**config.mk**
```make
export PLATFORM = sky130hd
export DESIGN_NAME = asvs_ctrl
export DESIGN_NICKNAME = d
export VERILOG_FILES = /design/src/rtl/asvs_pkg.sv /design/src/rtl/asvs_ctrl.sv
export VERILOG_INCLUDE_DIRS = /design/src /design/src/rtl
export SDC_FILE = /design/constraint.sdc
export NUM_CORES = 1
export LEC_CHECK = 0
export ABC_CLOCK_PERIOD_IN_PS = 3300
export BUFFER_PORTS_ARGS = -buffer_cell sky130_fd_sc_hd__buf_2
export CAP_MARGIN = 20
export CORE_ASPECT_RATIO = 1.2
export CORE_MARGIN = 1
export CORE_UTILIZATION = 25
export CTS_BUF_LIST = sky130_fd_sc_hd__clkbuf_4 sky130_fd_sc_hd__clkbuf_8 sky130_fd_sc_hd__clkbuf_16
export DETAILED_ROUTE_END_ITERATION = 10
export GPL_TIMING_DRIVEN = 0
export PLACE_DENSITY = 0.49
export SLEW_MARGIN = 20
export SYNTH_ARGS = -nofsm -noshare
export SYNTH_HDL_FRONTEND = slang
export SYNTH_SLANG_ARGS = --single-unit
```
**constraint.sdc**
```tcl
create_clock -name i_clk -period 3.3 [get_ports i_clk]
set_input_delay 0.99 -clock i_clk [delete_from_list [all_inputs] [get_ports i_clk]]
set_output_delay 0.99 -clock i_clk [all_outputs]
set_load 0.01 [all_outputs]
```
**src/rtl/atomic_site_update_vacancy_set_defines.svh**
```systemverilog
// ----------------------------------------------------------------------------
// atomic site update defines
// assertion macros shared by the block's modules
// ----------------------------------------------------------------------------
`ifndef ATOMIC_SITE_UPDATE_VACANCY_SET_DEFINES_SVH
`define ATOMIC_SITE_UPDATE_VACANCY_SET_DEFINES_SVH

// same-cycle implication
`define ASVS_ASSERT_NOW(lbl, ante, cons, msg) \
    lbl: assert property (@(posedge i_clk) disable iff (!i_rst_n) (ante) |-> (cons)) \
        else $error(msg);

// next-cycle implication
`define ASVS_ASSERT_NEXT(lbl, ante, cons, msg) \
    lbl: assert property (@(posedge i_clk) disable iff (!i_rst_n) (ante) |=> (cons)) \
        else $error(msg);

`endif

```
**src/rtl/asvs_pkg.sv**
```systemverilog
// ----------------------------------------------------------------------------
// asvs_pkg
// shared types and constants of the site update block
// ----------------------------------------------------------------------------
package asvs_pkg;

    localparam int SITE_W     = 12;
    localparam int CODE_W     = 8;
    localparam int COUNT_W    = 9;
    localparam int CFG_IDX_W  = 8;
    localparam int CFG_DATA_W = 9;

    localparam logic [CFG_IDX_W-1:0] REG_VACANT_CODE   = 8'd0;
    localparam logic [CFG_IDX_W-1:0] REG_VACANCY_LIMIT = 8'd1;

    localparam logic [CODE_W-1:0]  VACANT_CODE_RST   = 8'd255;
    localparam logic [COUNT_W-1:0] VACANCY_LIMIT_RST = 9'd256;

    typedef struct packed {
        logic push;
        logic clr_step;
        logic start;
        logic set_fail;
        logic chk_rd;
        logic chk_cmp;
        logic spw;
        logic rm_rd;
        logic rm_wr;
        logic rm_mv;
        logic ad_rd;
        logic ad_wr;
        logic idx_clr;
        logic idx_inc;
        logic load_out;
        logic end_batch;
    } t_cmd;

    typedef struct packed {
        logic clr_done;
        logic bad;
        logic mismatch;
        logic count_ok;
        logic idx_last;
        logic rm_q;
        logic ad_q;
        logic rm_move;
        logic out_free;
    } t_sts;

endpackage

```
**src/rtl/asvs_ctrl.sv**
```systemverilog
// ----------------------------------------------------------------------------
// asvs_ctrl
// sequencer for batch buffering, check and commit
// ----------------------------------------------------------------------------
`include "atomic_site_update_vacancy_set_defines.svh"

module asvs_ctrl
    import asvs_pkg::*;
(
    input  logic i_clk,
    input  logic i_rst_n,
    input  logic i_in_valid,
    input  logic i_last_action,
    output logic o_in_ready,
    input  t_sts i_sts,
    output t_cmd o_cmd
);

    localparam logic [3:0] ST_CLEAR  = 4'd0;
    localparam logic [3:0] ST_IDLE   = 4'd1;
    localparam logic [3:0] ST_START  = 4'd2;
    localparam logic [3:0] ST_CHK_RD = 4'd3;
    localparam logic [3:0] ST_CHK_CMP= 4'd4;
    localparam logic [3:0] ST_CNT    = 4'd5;
    localparam logic [3:0] ST_SPW    = 4'd6;
    localparam logic [3:0] ST_RM_RD  = 4'd7;
    localparam logic [3:0] ST_RM_WR  = 4'd8;
    localparam logic [3:0] ST_RM_MV  = 4'd9;
    localparam logic [3:0] ST_AD_RD  = 4'd10;
    localparam logic [3:0] ST_AD_WR  = 4'd11;
    localparam logic [3:0] ST_RESULT = 4'd12;

    logic [3:0] r_state;
    logic [3:0] n_state;
    logic       accept;

    assign o_in_ready = (r_state == ST_IDLE);
    assign accept     = i_in_valid && o_in_ready;

    always_ff @(posedge i_clk) begin
        if (!i_rst_n) begin
            r_state <= ST_CLEAR;
        end else begin
            r_state <= n_state;
        end
    end

    always_comb begin
        n_state = r_state;
        o_cmd   = '0;
        case (r_state)
            ST_CLEAR: begin
                o_cmd.clr_step = 1'b1;
                if (i_sts.clr_done) begin
                    n_state = ST_IDLE;
                end
            end
            ST_IDLE: begin
                o_cmd.push = accept;
                if (accept && i_last_action) begin
                    n_state = ST_START;
                end
            end
            ST_START: begin
                o_cmd.start   = 1'b1;
                o_cmd.idx_clr = 1'b1;
                if (i_sts.bad) begin
                    o_cmd.set_fail = 1'b1;
                    n_state        = ST_RESULT;
                end else begin
                    n_state = ST_CHK_RD;
                end
            end
            ST_CHK_RD: begin
                o_cmd.chk_rd = 1'b1;
                n_state      = ST_CHK_CMP;
            end
            ST_CHK_CMP: begin
                o_cmd.chk_cmp = 1'b1;
                if (i_sts.mismatch) begin
                    o_cmd.set_fail = 1'b1;
                    n_state        = ST_RESULT;
                end else if (i_sts.idx_last) begin
                    n_state = ST_CNT;
                end else begin
                    o_cmd.idx_inc = 1'b1;
                    n_state       = ST_CHK_RD;
                end
            end
            ST_CNT: begin
                if (!i_sts.count_ok) begin
                    o_cmd.set_fail = 1'b1;
                    n_state        = ST_RESULT;
                end else begin
                    o_cmd.idx_clr = 1'b1;
                    n_state       = ST_SPW;
                end
            end
            ST_SPW: begin
                o_cmd.spw = 1'b1;
                if (i_sts.idx_last) begin
                    o_cmd.idx_clr = 1'b1;
                    n_state       = ST_RM_RD;
                end else begin
                    o_cmd.idx_inc = 1'b1;
                end
            end
            ST_RM_RD: begin
                if (i_sts.rm_q) begin
                    o_cmd.rm_rd = 1'b1;
                    n_state     = ST_RM_WR;
                end else if (i_sts.idx_last) begin
                    o_cmd.idx_clr = 1'b1;
                    n_state       = ST_AD_RD;
                end else begin
                    o_cmd.idx_inc = 1'b1;
                end
            end
            ST_RM_WR: begin
                o_cmd.rm_wr = 1'b1;
                if (i_sts.rm_move) begin
                    n_state = ST_RM_MV;
                end else if (i_sts.idx_last) begin
                    o_cmd.idx_clr = 1'b1;
                    n_state       = ST_AD_RD;
                end else begin
                    o_cmd.idx_inc = 1'b1;
                    n_state       = ST_RM_RD;
                end
            end
            ST_RM_MV: begin
                o_cmd.rm_mv = 1'b1;
                if (i_sts.idx_last) begin
                    o_cmd.idx_clr = 1'b1;
                    n_state       = ST_AD_RD;
                end else begin
                    o_cmd.idx_inc = 1'b1;
                    n_state       = ST_RM_RD;
                end
            end
            ST_AD_RD: begin
                if (i_sts.ad_q) begin
                    o_cmd.ad_rd = 1'b1;
                    n_state     = ST_AD_WR;
                end else if (i_sts.idx_last) begin
                    n_state = ST_RESULT;
                end else begin
                    o_cmd.idx_inc = 1'b1;
                end
            end
            ST_AD_WR: begin
                o_cmd.ad_wr = 1'b1;
                if (i_sts.idx_last) begin
                    n_state = ST_RESULT;
                end else begin
                    o_cmd.idx_inc = 1'b1;
                    n_state       = ST_AD_RD;
                end
            end
            ST_RESULT: begin
                if (i_sts.out_free) begin
                    o_cmd.load_out  = 1'b1;
                    o_cmd.end_batch = 1'b1;
                    n_state         = ST_IDLE;
                end
            end
            default: begin
                n_state = ST_CLEAR;
            end
        endcase
    end

    `ASVS_ASSERT_NOW(a_load_free, o_cmd.load_out, i_sts.out_free, "result loaded over a waiting one")
    `ASVS_ASSERT_NOW(a_clear_block, r_state == ST_CLEAR, !o_in_ready, "item taken during clearing")
    `ASVS_ASSERT_NEXT(a_last_start, accept && i_last_action, r_state == ST_START, "batch end missed")

endmodule

```
==> results.txt <==
The first TritonRoute pass finished after 4 iterations. The detailed router's first-iteration violation count is 16. The total power consumption of the routed design is around 0.7 mW. IR analysis of the VDD net gives a maximum drop of between 0.0004 and 0.0005 V.

From left edge to right edge, the die measures 50.5 um. Counting distinct cell types in the post-synthesis netlist gives 40. The max-slew violation count is 0. The leakage component of the power is between 0.4 and 0.5 nW. The internal power consumption came out at 0.329 mW. Max-cap violations in this run came to 0.

Setup violations remaining at the end of the flow were counted as 0. The worst max-slew margin expressed relative to the limit came out at 69.9%. The longest clock path from root to sink contains 2 buffers. The number of I/O port buffers came out at 29. The part of the power in the clock network came out at under 10%. The mapped cell area is 706 um^2.

Routability-driven placement finished with a final weighted congestion of 0.811. The post-route minimum period came out at 3080 ps. The register with the most flip-flops in the layout has 4 of them. The number of hold violations in the final report is 0.

The required time at the worst-slack endpoint is 2310 ps. The post-synth net total is 119. The share of power burned in combinational logic is between 70% and 80%. The final routed wirelength across all metal layers is 2300 um. The number of primary I/O pins came out at 30.

The root buffer selected by CTS is clkbuf_4. The switching power is between 0.3 and 0.4 mW. Traced cell by cell, the critical path runs through buf_2 > clkbuf_1 > o21ai_0 > nor3_1 > a21oi_1 > o22ai_1 > buf_2. The total number of clock tree sinks came out at 4.

The sequential area share after synthesis is 11.3%. In the final layout, the registers with the most flip-flops are r_state (4). The class of the tightest hold or removal check is flop to flop. The post-CTS setup buffer count is 0. More flip-flops sit in one register than any other, and that register is r_state. The vertical die dimension came out at 60.2 um. The overall global routing resource usage came out at 16.4%. The type of the worst setup path is primary input to output pin. The placed wire-length estimate came out at 1780 um. Using the TritonRoute via totals, the vias-per-cell ratio works out to 5.23.

The worst-path maximum fanout came out at 10. The post-cts gate resize count came out at 0. The number of core rows came out at 20. The final routed DRC violation total came out at 0. The number of fillers in the final layout came out at 300. Cells with a size suffix above 1 make up around 33% of the layout. The highest achievable clock rate came out at about 320 MHz. The per-cell routed wire length is 13.4 um. The Yosys step of the flow raised 0 warnings.

The post-detailed-placement cell area came out at 892 um^2. Registers are responsible for 14.6% of the overall power. At the pin with the least slew margin, the transition time is 452 ps. The slowest stage of the critical path is the clkbuf_1 cell. The number of register bits inferred by synthesis came out at 4.

The capturing element type of the critical path is an output pin. The clock tree from TritonCTS is done. Counting stages on the worst path, the most repeated cell is buf_2. Net switching is 52.3% of the power. The clock tree skew after final layout came out at 2.87 ps. The power density relative to cell area came out at 755 nW/um^2. The remaining global-route overflow is 0. The largest stage delay on the critical path is roughly 370 ps. The worst setup path is launched from a primary input. In the final design database the tool counted 153 nets. The synthesized netlist cell count came out at between 100 and 150. The clock insertion delay at the later pin of the skew report came out at 240 ps.

Setup repair after global routing left no endpoint under its margin. For this block, the via count after detailed routing is 895. The mean cell area of the mapped netlist came out at 6.66 um^2. The largest net degree at the start of global routing came out at 11. The first-pass GRT wire length is 3680 um. The clock slew seen by the registers of the worst setup and hold paths came out at 40 ps. In this run the standard cell core region covers 2600 um^2. The number of clock buffers inserted by TritonCTS is 3. After routing the design area is 915 um^2. The number of nets with antenna violations after routing came out at 0. Buffers inserted to repair hold after CTS numbered 0. The number of antenna violations at the first check in global routing came out at 0.

The flow ran to the end, and the final reports show no timing, DRC or antenna violations. The number of global-route vias before repair was 774. The data arrival time of the critical path is 2090 ps. The antenna diode count is 0.

In this run the number of H-tree levels came out at 1. The effective utilization at floorplan came out at 27.1%. The floorplan die area is roughly 3000 um^2. The area growth from synthesis to layout is 29.6%. The share of the clock period used by the worst path after layout came out at 93.5%.

In the final timing run, aggregate negative setup slack is 0 ps.
==> kinds of logic (layout without fill, tap and decap cells) <==
logic type	after synthesis	in the layout	share of synthesized area, %
AO/OA/AOI/OAI	40	40	41.1
flip-flops	4	4	11.3
AND/OR/NAND/NOR	47	47	35.5
buffers and inverters	15	47	12.1
==> final timing paths <==
path                                                 to               startpoint  depth (start not counted)  slack [ps]
worst max-delay path                           o_cmd[3]                 i_sts[4]                          7         220
worst min-delay path            r_state[2]$_SDFFE_PN0P_  r_state[2]$_SDFFE_PN0P_                          3         800
worst max register to register  r_state[2]$_SDFFE_PN0P_  r_state[1]$_SDFFE_PN0P_                          5        1630
worst min register to register  r_state[2]$_SDFFE_PN0P_  r_state[2]$_SDFFE_PN0P_                          3         800
==> power by group through the flow <==
stage	clock network [mW]	registers, mW	logic (mW)
CTS	0.0652	0.0998	0.526
floorplan	0	0.0874	0.389
global placement	0	0.101	0.528
global route	0.0702	0.104	0.578
detailed placement	0	0.102	0.524
finish	0.0640	0.101	0.526
==> final cells by class <==
type	instances	area, um^2	area share (%)
multi-input cells	87	541	59.1
repair buffers	29	145	15.9
well taps	33	41.3	4.51
plain buffers	11	70.1	7.66
inverters	4	15.0	1.64
clock buffers	3	22.5	2.46
flip-flops and latches	4	80.1	8.76
==> through the flow <==
stage / worst slack [ps] / std cells / utilization, % / hold WS, ps
floorplan: 536 / 106 / - / 662
global placement: 249 / 168 / 34.3 / 795
detailed placement: 243 / 168 / 34.3 / 789
CTS: 236 / 171 / 35.1 / 794
global route: 99.7 / 171 / 35.1 / 848
finish: 215 / 171 / 35.1 / 805
==> layer usage <==
layer,up-vias,global-route usage [%],routed length [um]
met5,-,0,0
met1,401,20.1,1010
met4,0,7.14,36
li1,454,-,-
met2,35,28.8,1150
met3,5,1.78,105
==> worst max-delay path: cells and delay by family <==
kind	cells	cell delay [ps]
buffers and inverters	3	620
and+or+nand+nor	1	150
AOI/OAI and AO/OA	3	340
==> placed cells by master (no fill, tap or decap), drive strengths merged <==
master    n
o21ai    12
nand3     1
a32o      1
o221ai    1
a311oi    1
and3      1
nor2b     4
nor2     15
a21oi     6
inv       4
o22ai     2
and2      2
nand2     5
a211oi    1
clkbuf    6
a22o      1
or3       1
o32a      1
buf      37
nor3      6
o211ai    3
o31a      1
a211o     2
o311a     1
or2       2
and3b     2
a221oi    1
dfxtp     4
o2bb2ai   1
nand2b    6
a31oi     3
o31ai     2
nand3b    2
==> synth_stat cells (all sizes together) <==
cell	instances	area share (%)
o22ai	2	1.8
o31ai	2	2.1
buf	8	8.2
o2bb2ai	1	1.2
and3b	2	2.5
or3	1	0.89
nor2b	4	3.5
o221ai	1	2.1
nand2	5	2.7
a221oi	1	1.2
nand3	1	0.71
a311oi	1	1.2
or2	2	1.8
nor3	6	4.3
o31a	1	1.2
inv	4	2.1
a22o	1	1.2
a31oi	3	2.7
dfxtp	4	11
o311a	1	1.4
o32a	1	3.2
a211o	2	2.5
and3	1	0.89
o21ai	12	8.5
nand3b	2	2.1
a32o	1	1.4
clkbuf	3	1.8
o211ai	3	3.9
a21oi	6	4.3
a211oi	1	1.1
nand2b	6	6.4
nor2	15	8.0
and2	2	1.8
Power figures use the tool's default switching activity.
